<file path="src/hw/rtl/load_current_estimator_assert.svh">
// ----------------------------------------------------------------------------
// load_current_estimator_assert
// assertion macros for the load current estimator
// ----------------------------------------------------------------------------
`ifndef LOAD_CURRENT_ESTIMATOR_ASSERT_SVH
`define LOAD_CURRENT_ESTIMATOR_ASSERT_SVH
`ifndef ASSERT_OFF
// property holds in the same cycle
`define LCE_ASSERT_NOW(lbl, clk, rst_n, ant, cons, msg) \
    lbl: assert property (@(posedge clk) disable iff (!rst_n) (ant) |-> (cons)) \
        else $error(msg);
// property holds in the cycle after the antecedent
`define LCE_ASSERT_NEXT(lbl, clk, rst_n, ant, cons, msg) \
    lbl: assert property (@(posedge clk) disable iff (!rst_n) (ant) |=> (cons)) \
        else $error(msg);
`else
`define LCE_ASSERT_NOW(lbl, clk, rst_n, ant, cons, msg)
`define LCE_ASSERT_NEXT(lbl, clk, rst_n, ant, cons, msg)
`endif
`endif

</file>
<file path="src/hw/rtl/lce_pkg.sv">
// ----------------------------------------------------------------------------
// lce_pkg
// shared types and constants of the load current estimator
// ----------------------------------------------------------------------------
package lce_pkg;

    // default catalog depth
    localparam int CATALOG_DEPTH = 64;

    // fixed point constants
    localparam logic [16:0] SQRT3_Q16 = 17'd113512;
    localparam logic [15:0] ONE_Q15   = 16'd32768;

    // datapath widths
    localparam int VE_W   = 40;  // voltage * efficiency
    localparam int VEC_W  = 56;  // voltage * efficiency * cos_phi
    localparam int DEN_W  = 71;  // divisor, three-phase worst case
    localparam int NUM_W  = 85;  // dividend, power shifted left by 54
    localparam int PROD_W = 63;  // interpolation product

    // commands
    typedef enum logic [1:0] {
        CMD_LOAD    = 2'd0,
        CMD_FORMULA = 2'd1,
        CMD_CATALOG = 2'd2,
        CMD_RSVD    = 2'd3
    } t_cmd;

    // result status codes
    typedef enum logic [2:0] {
        STS_OK       = 3'd0,
        STS_INVALID  = 3'd1,
        STS_NOT_3PH  = 3'd2,
        STS_UNSORTED = 3'd3,
        STS_SAT      = 3'd4
    } t_status;

    // sequencer states
    typedef enum logic [3:0] {
        S_IDLE,
        S_MUL1,
        S_MUL2,
        S_MUL3,
        S_SCAN,
        S_DECIDE,
        S_IMUL,
        S_DSTART,
        S_DWAIT,
        S_FIN
    } t_state;

    // divider status toward the sequencer
    typedef struct packed {
        logic busy;
        logic done;
    } t_div_sts;

endpackage

</file>
<file path="src/hw/rtl/lce_div.sv">
// ----------------------------------------------------------------------------
// lce_div
// restoring divider, one quotient bit per cycle
// ----------------------------------------------------------------------------
module lce_div #(
    parameter int NUM_W = lce_pkg::NUM_W,
    parameter int DEN_W = lce_pkg::DEN_W
) (
    input  logic                  i_clk,
    input  logic                  i_rst_n,
    input  logic                  i_start,
    input  logic [NUM_W-1:0]      i_num,
    input  logic [DEN_W-1:0]      i_den,
    output lce_pkg::t_div_sts     o_sts,
    output logic [NUM_W-1:0]      o_quot
);

    localparam int CNT_W = $clog2(NUM_W + 1);

    logic [NUM_W-1:0] r_q;
    logic [DEN_W-1:0] r_rem;
    logic [DEN_W-1:0] r_den;
    logic [CNT_W-1:0] r_cnt;
    logic             r_busy;
    logic             r_done;
    logic [DEN_W:0]   sh;
    logic [DEN_W:0]   diff;

    // trial subtract of the shifted remainder
    always_comb begin
        sh   = {r_rem, r_q[NUM_W-1]};
        diff = sh - {1'b0, r_den};
    end

    // control
    always_ff @(posedge i_clk) begin
        if (!i_rst_n) begin
            r_busy <= 1'b0;
            r_done <= 1'b0;
            r_cnt  <= '0;
        end else begin
            r_done <= 1'b0;
            if (i_start) begin
                r_busy <= 1'b1;
                r_cnt  <= CNT_W'(NUM_W);
            end else if (r_busy) begin
                r_cnt <= r_cnt - CNT_W'(1);
                if (r_cnt == CNT_W'(1)) begin
                    r_busy <= 1'b0;
                    r_done <= 1'b1;
                end
            end
        end
    end

    // remainder and quotient shift register
    always_ff @(posedge i_clk) begin
        if (i_start) begin
            r_q   <= i_num;
            r_rem <= '0;
            r_den <= i_den;
        end else if (r_busy) begin
            if (!diff[DEN_W]) begin
                r_rem <= diff[DEN_W-1:0];
                r_q   <= {r_q[NUM_W-2:0], 1'b1};
            end else begin
                r_rem <= sh[DEN_W-1:0];
                r_q   <= {r_q[NUM_W-2:0], 1'b0};
            end
        end
    end

    assign o_sts.busy = r_busy;
    assign o_sts.done = r_done;
    assign o_quot     = r_q;

endmodule

</file>
<file path="config.mk">
export PLATFORM = sky130hd
export DESIGN_NAME = lce_div
export DESIGN_NICKNAME = d
export VERILOG_FILES = /design/src/hw/rtl/load_current_estimator_assert.svh /design/src/hw/rtl/lce_pkg.sv /design/src/hw/rtl/lce_div.sv
export SDC_FILE = /design/constraint.sdc
export NUM_CORES = 1
export LEC_CHECK = 0
export ABC_AREA = 1
export BUFFER_PORTS_ARGS = -buffer_cell sky130_fd_sc_hd__clkbuf_2
export CORE_MARGIN = 1.5
export CORE_UTILIZATION = 36
export CTS_CLUSTER_DIAMETER = 100
export DETAILED_ROUTE_END_ITERATION = 12
export GPL_TIMING_DRIVEN = 0
export SLEW_MARGIN = 20
export SYNTH_ARGS = -nofsm -noshare
export SYNTH_HDL_FRONTEND = slang
export SYNTH_SLANG_ARGS = --single-unit
</file>
<file path="constraint.sdc">
create_clock -name i_clk -period 3.3 [get_ports i_clk]
set_input_delay 0.33 -clock i_clk [delete_from_list [all_inputs] [get_ports i_clk]]
set_output_delay 0.33 -clock i_clk [all_outputs]
set_load 0.02 [all_outputs]
</file>
==> results.json, run 1 <==
{
  "first_global_vias": 15720,
  "worstReg2RegEnd": "o_quot[0]",
  "cts_num_sinks": 236,
  "min_path_type": "input port to flip-flop",
  "ff2ff_path_depth": 13,
  "drt_iter0_markers": 974,
  "wl_um": 52530,
  "synth.ff_latch_count": 236,
  "initial_core_util": 0.3648,
  "drtAntennaViolNets": 0,
  "rows": 77,
  "core_sq_mm": 0.04412,
  "grt_pass1_wl_um": 83280,
  "worst-endpoint-arrival_ps": 3380,
  "rsz0062_at_grt": "no",
  "die_w_um": 214.5,
  "route.detailed.wl_per_inst_um": 15.17,
  "total_power_w": 0.007762,
  "worst-endpoint-required_ps": 3600,
  "drv_slew": 0,
  "synthCells": 2463,
  "vias": 15970,
  "worstHoldStart": "i_num[53]",
  "drtPass1Iterations": 6,
  "post_cts_buffers": 0,
  "synth_fp_nets": 2696,
  "startpoint_type": "flip-flop",
  "dieArea_sq_mm": 0.04599,
  "preCtsSetupSlack_ps": 128.2,
  "portBuffers": 245,
  "period_minus_slack_ps": 3085,
  "via_per_inst": 4.609,
  "path_class": "flip-flop to flip-flop",
  "htree_levels": 1,
  "path_clk_slew_ps": 60,
  "critPathMaxFanout": 10,
  "crit_path_end_kind": "flip-flop",
  "hold_viol": 0,
  "drc": 0,
  "cts_resized": 0,
  "worst_pin_slew_ps": 637.0,
  "status": "finished, final reports clean",
  "r2r-start": "r_den[37]",
  "maxCapViolations": 0,
  "syn_area_sq_mm": 0.01610,
  "post-route-period-util": 0.9347,
  "power.leakage_nw": 11.00,
  "cts_buffer_depth": 3,
  "syn_area_per_cell_sq_um": 6.535,
  "finalSetupViolations": 0,
  "p_per_area_mw_per_mm2": 385.3,
  "clock_latency_ps": 580,
  "gp_congestion": 0.9745,
  "syn_to_final_growth_pct": 25.14,
  "cts_tree": "built",
  "synth_warnings": 0,
  "grt_antenna_before_repair": 1,
  "die_h_um": 214.5,
  "fmax_mhz": 324.2,
  "hold_buffers": 109,
  "fin_nets": 3083,
  "holdPathEnd": "o_quot[53]",
  "io_pins": 246,
  "grt-ovfl-total": 0,
  "rrSetupSlack_ps": 220,
  "slew_headroom": 0.5754,
  "finClkSkew_ps": 27.37,
  "drive_above_1_share": 0.1160,
  "numCtsBuffers": 27,
  "clockRootBuffer": "clkbuf_16",
  "ir_drop_uv": 407.6,
  "synth_cell_types": 36,
  "grt_max_degree": 51,
  "layout_setup_ws_ps": 215.5,
  "ys_seq_area_frac": 0.3905,
  "dp_hpwl_um": 42820,
  "holdPathStages": 3,
  "final_util": 0.4565,
  "grtUsageTotal": 0.2279
}
[placed cells by master (no fill, tap or decap), types with 9 or more instances in the layout]
master,synthesis,final
nand2_1,1086,1086
inv_1,479,478
clkbuf_2,0,244
edfxtp_1,156,156
nor2_1,150,148
nand3_1,142,142
dlygate4sd3_1,0,109
dfxtp_1,80,80
a21oi_1,75,75
ha_1,73,73
o21ai_0,46,46
clkbuf_1,32,38
xnor2_1,29,29
clkbuf_16,0,27
nor3_1,14,14
nand4_1,13,13
xor2_1,12,12
inv_2,11,11
buf_4,9,9
[stage by stage]
| stage | cell area [sq um] | TNS [ps] | hold slack, ps | std cells |
|---|---|---|---|---|
| finish | 20140 | 0 | 41.67 | 3464 |
| global route | 20140 | 0 | 35.50 | 3464 |
| CTS | 20140 | 0 | 0.6986 | 3463 |
| detailed placement | 18150 | 0 | 463.1 | 3304 |
| global placement | 18060 | -323920 | 461.2 | 3300 |
| floorplan | 16100 | 0 | 428.9 | 2463 |
[worst max-delay path, cell delays in order, from the launching register on]
cell and delay [ps]:
edfxtp_1 360, inv_1 80, ha_1 270, nand2_1 140
inv_1 50, a21oi_1 310, nand2_1 140, a21oi_1 260
nand2_2 180, nand2_2 130, nand3_1 90, nand2_2 340
buf_4 340, o21ai_0 100
[layout make-up]
type	instances	area [sq um]
well taps	592	740.7
multi-input cells	1686	7717
clock inverters	16	190.2
repair buffers	358	2394
diodes	1	2.502
plain buffers	50	255.2
clock buffers	34	711.9
inverters	491	1846
fillers	4731	23980
flip-flops and latches	236	6286
[power by group]
part / internal [W] / switching [W] / total [W]
clock network: 0.00184 / 0.00126 / 0.00310
registers: 0.00339 / 0.0000996 / 0.00349
logic: 0.000434 / 0.000743 / 0.00118
[flip-flops by register name, summed over array words and instances (netlist names)]
| name | count |
|---|---|
| r_rem | 71 |
| o_quot | 85 |
| r_busy | 1 |
| r_done | 1 |
| r_cnt | 7 |
| r_den | 71 |
[cells in the mapped netlist]
cell / number / area share
inv_1: 479 / 0.11
buf_4: 9 / 0.0042
nand2_4: 2 / 0.0014
nand2_1: 1086 / 0.25
nand3_2: 2 / 0.0012
o21a_1: 1 / 0.00047
o31ai_1: 1 / 0.00047
buf_2: 3 / 0.00093
nor3_1: 14 / 0.0044
buf_1: 2 / 0.00047
nand4_1: 13 / 0.0051
a21o_1: 2 / 0.00093
nor2_1: 150 / 0.035
o21bai_1: 5 / 0.0023
or2_1: 1 / 0.00039
dfxtp_1: 80 / 0.099
clkinv_1: 1 / 0.00023
fa_1: 1 / 0.0012
xnor2_1: 29 / 0.016
a21oi_1: 75 / 0.023
nand3_1: 142 / 0.044
and2_1: 7 / 0.0027
nor4_1: 2 / 0.00078
nor2_2: 3 / 0.0012
buf_6: 4 / 0.0028
o21ai_0: 46 / 0.014
nand3b_1: 4 / 0.0019
a211oi_1: 1 / 0.00047
a21oi_2: 1 / 0.00054
edfxtp_1: 156 / 0.29
nand2_2: 8 / 0.0031
o21ai_1: 5 / 0.0016
ha_1: 73 / 0.057
inv_2: 11 / 0.0026
clkbuf_1: 32 / 0.0075
xor2_1: 12 / 0.0065
[how the worst max path moves through the flow]
stage	slack [ps]	end	from
6_report	220	o_quot[0]	r_den[37]
5_1_grt	2	o_quot[0]	r_den[21]
4_1_cts	250	o_quot[0]	r_den[5]
3_5_place_dp	130	o_quot[82]	i_start
3_3_place_gp	-2930	o_quot[80]	i_start
2_1_floorplan	230	o_quot[0]	i_start
[logic make-up after synthesis]
kind of cell | after synthesis | share of synthesized area
simple gates | 1434 | 0.3545
buf+inv | 541 | 0.1304
flops | 236 | 0.3905
compound gates | 137 | 0.04438
fa+ha+maj | 74 | 0.05799
xor+xnor | 41 | 0.02231
[metal layers]
metal,vias to the layer above,global-route usage,share of wire
met5,-,0,0
met4,0,0.05634,0.026
met3,70,0.04000,0.062
met2,438,0.3961,0.47
met1,7211,0.2923,0.45
li1,8246,-,-
No activity file was read; power rests on OpenSTA's default activity.
==> run 2, diff against run 1 <==
==> constraint.sdc (replaced) <==
create_clock -name i_clk -period 2.5 [get_ports i_clk]
set_input_delay 0.25 -clock i_clk [delete_from_list [all_inputs] [get_ports i_clk]]
set_output_delay 0.25 -clock i_clk [all_outputs]
set_load 0.02 [all_outputs]
==> run 2 against run 1 <==
  * Cell count is 3.1% higher
  * Routed wire length grew 8.8%
  * Critical endpoint is now r_rem[35]
  * Setup slack lost 180 ps
  * Clock skew up 21 ps
  * Clock-buffer cell count up 6
  * Critical path depth grew 5
  * Clock power grew 31%
  * Core utilization is 7.0 points higher
  * Fmax is 25% higher
  * Largest power group unchanged
  * Register-to-register slack worse by 180 ps
==> results.json, run 2 (synthesis gave the netlist of run 1 again) <==
{
  "crit_path_end_kind": "flip-flop",
  "fin_cells": 3571,
  "gp_congestion": 0.9556,
  "path_class": "flip-flop to flip-flop",
  "maxCapViolations": 0,
  "grt_max_degree": 40,
  "first_global_vias": 16250,
  "core_sq_mm": 0.04412,
  "diodes": 0,
  "wl_um": 57140,
  "min_path_type": "input port to flip-flop",
  "ir_drop_uv": 543.0,
  "cts_tree": "built",
  "slew_headroom": 0.5949,
  "period_minus_slack_ps": 2460,
  "dp_cells": 3304,
  "via_per_inst": 4.661,
  "clock_latency_ps": 590,
  "grtUsageTotal": 0.2367,
  "dieArea_sq_mm": 0.04599,
  "drtPass1Iterations": 7,
  "die_h_um": 214.5,
  "syn_to_final_growth_pct": 44.29,
  "fin_setup_tns_ps": 0,
  "post-route-period-util": 0.9839,
  "n_fill_cell": 4403,
  "multi_input_area_sq_mm": 0.009573,
  "drv_slew": 0,
  "final_util": 0.5264,
  "io_pins": 246,
  "grt_antenna_before_repair": 1,
  "finalSetupViolations": 0,
  "clockRootBuffer": "clkbuf_16",
  "hold_ws_ps": 333.2,
  "path_clk_slew_ps": 60,
  "hold_viol": 0,
  "fin_nets": 3191,
  "drive_above_1_share": 0.2373,
  "worst-endpoint-required_ps": 2940,
  "rows": 77,
  "p_per_area_mw_per_mm2": 455.6,
  "portBuffers": 245,
  "worst-endpoint-arrival_ps": 2900,
  "final_cell_mix": "nand2_1 (980), inv_1 (442), clkbuf_2 (245), dlygate4sd3_1 (157), edfxtp_1 (156)",
  "worst_pin_slew_ps": 607.7,
  "drt_iter0_markers": 1097,
  "fmax_mhz": 406.6,
  "status": "finished, final reports clean",
  "initial_core_util": 0.3648,
  "power.leakage_nw": 11.80,
  "largest_reg_flops": 85,
  "route.detailed.wl_per_inst_um": 16.00,
  "die_w_um": 214.5,
  "drtAntennaViolNets": 0,
  "numCtsBuffers": 28,
  "vias": 16650,
  "grt_pass1_wl_um": 86350,
  "register_area_sq_mm": 0.006286,
  "startpoint_type": "flip-flop",
  "dp_hpwl_um": 43500,
  "critPathMaxFanout": 7,
  "cts_num_sinks": 236,
  "finClkSkew_ps": 48.29,
  "cts_buffer_depth": 3,
  "final_common_cell": "nand2_1",
  "rsz0062_at_grt": "yes",
  "grt-ovfl-total": 0,
  "htree_levels": 1,
  "drc": 0
}
[run 2: changes by cell type in the layout (fill, tap and decap cells not counted), moves of 28 or more]
cell / before / now
nand2_1: 1086 / 980
nand2_2: 8 / 85
ha_1: 73 / 5
ha_4: 0 / 67
dlygate4sd3_1: 109 / 157
buf_4: 9 / 48
inv_1: 478 / 442
inv_2: 11 / 46
nand3_1: 142 / 110
nor2_1: 148 / 120
[run 2: power by group]
part	switching (W)	internal (W)
sequential	0.000141	0.00447
combinational	0.00113	0.000776
clock	0.00169	0.00237
[run 2: area by class of cell]
class | instances | share of cell area
Buffer | 50 | 0.01600
Clock buffer | 40 | 0.03340
Clock inverter | 11 | 0.006033
Inverter | 491 | 0.07962
Multi-Input combinational cell | 1686 | 0.4122
Sequential cell | 236 | 0.2706
Tap cell | 592 | 0.03189
Timing Repair Buffer | 464 | 0.1500
Timing Repair inverter | 1 | 0.0002155
[run 2: metrics by stage]
| step | total power, W | cell area, sq um | worst slack, ps |
|---|---|---|---|
| 2_1_floorplan | 0.005508 | 16110 | 5.669 |
| 3_3_place_gp | 0.006092 | 18080 | -2674 |
| 3_5_place_dp | 0.006112 | 18150 | -1162 |
| 4_1_cts | 0.01053 | 21730 | -2.793 |
| 5_1_grt | 0.01106 | 23230 | -129.1 |
| 6_report | 0.01058 | 23230 | 40.28 |
[run 2: worst paths after layout]
kind	from	end	slack, ps	depth (start not counted)
worst min register to register	r_rem[38]	r_rem[38]	470	2
worst max-delay path	r_den[66]	r_rem[35]	40	18
worst max register to register	r_den[66]	r_rem[35]	40	18
worst min-delay path	i_start	r_den[59]	330	1
[run 2: worst max-delay path, stage by stage, from the launching register on]
cell	delay (ps)
edfxtp_1	340
inv_2	60
ha_4	310
nand2_2	80
nor2_1	130
inv_1	90
nor2_2	130
nand2_2	90
inv_1	100
a21oi_4	70
buf_12	140
nand2_8	90
nand2_8	60
nand2_8	100
buf_12	170
clkbuf_16	180
nand2_2	50
nand3_2	60
nand2_1	60
[run 2: layer usage]
metal | vias up | share of wire | global-route usage
met3 | 93 | 0.054 | 0.03887
met1 | 7613 | 0.44 | 0.3026
met2 | 472 | 0.47 | 0.4026
met4 | 0 | 0.036 | 0.08451
met5 | - | 0 | 0
li1 | 8467 | - | -
[run 2: repair_timing]
item | in CTS | in global routing
gates cloned | 1 | 6
endpoints found under the hold margin | 161 | 0
hold buffers | 157 | 0
setup endpoints to repair | 157 | 107
buffers inserted | 26 | 26
gates resized for setup | 160 | 274
pin swaps | 29 | 80
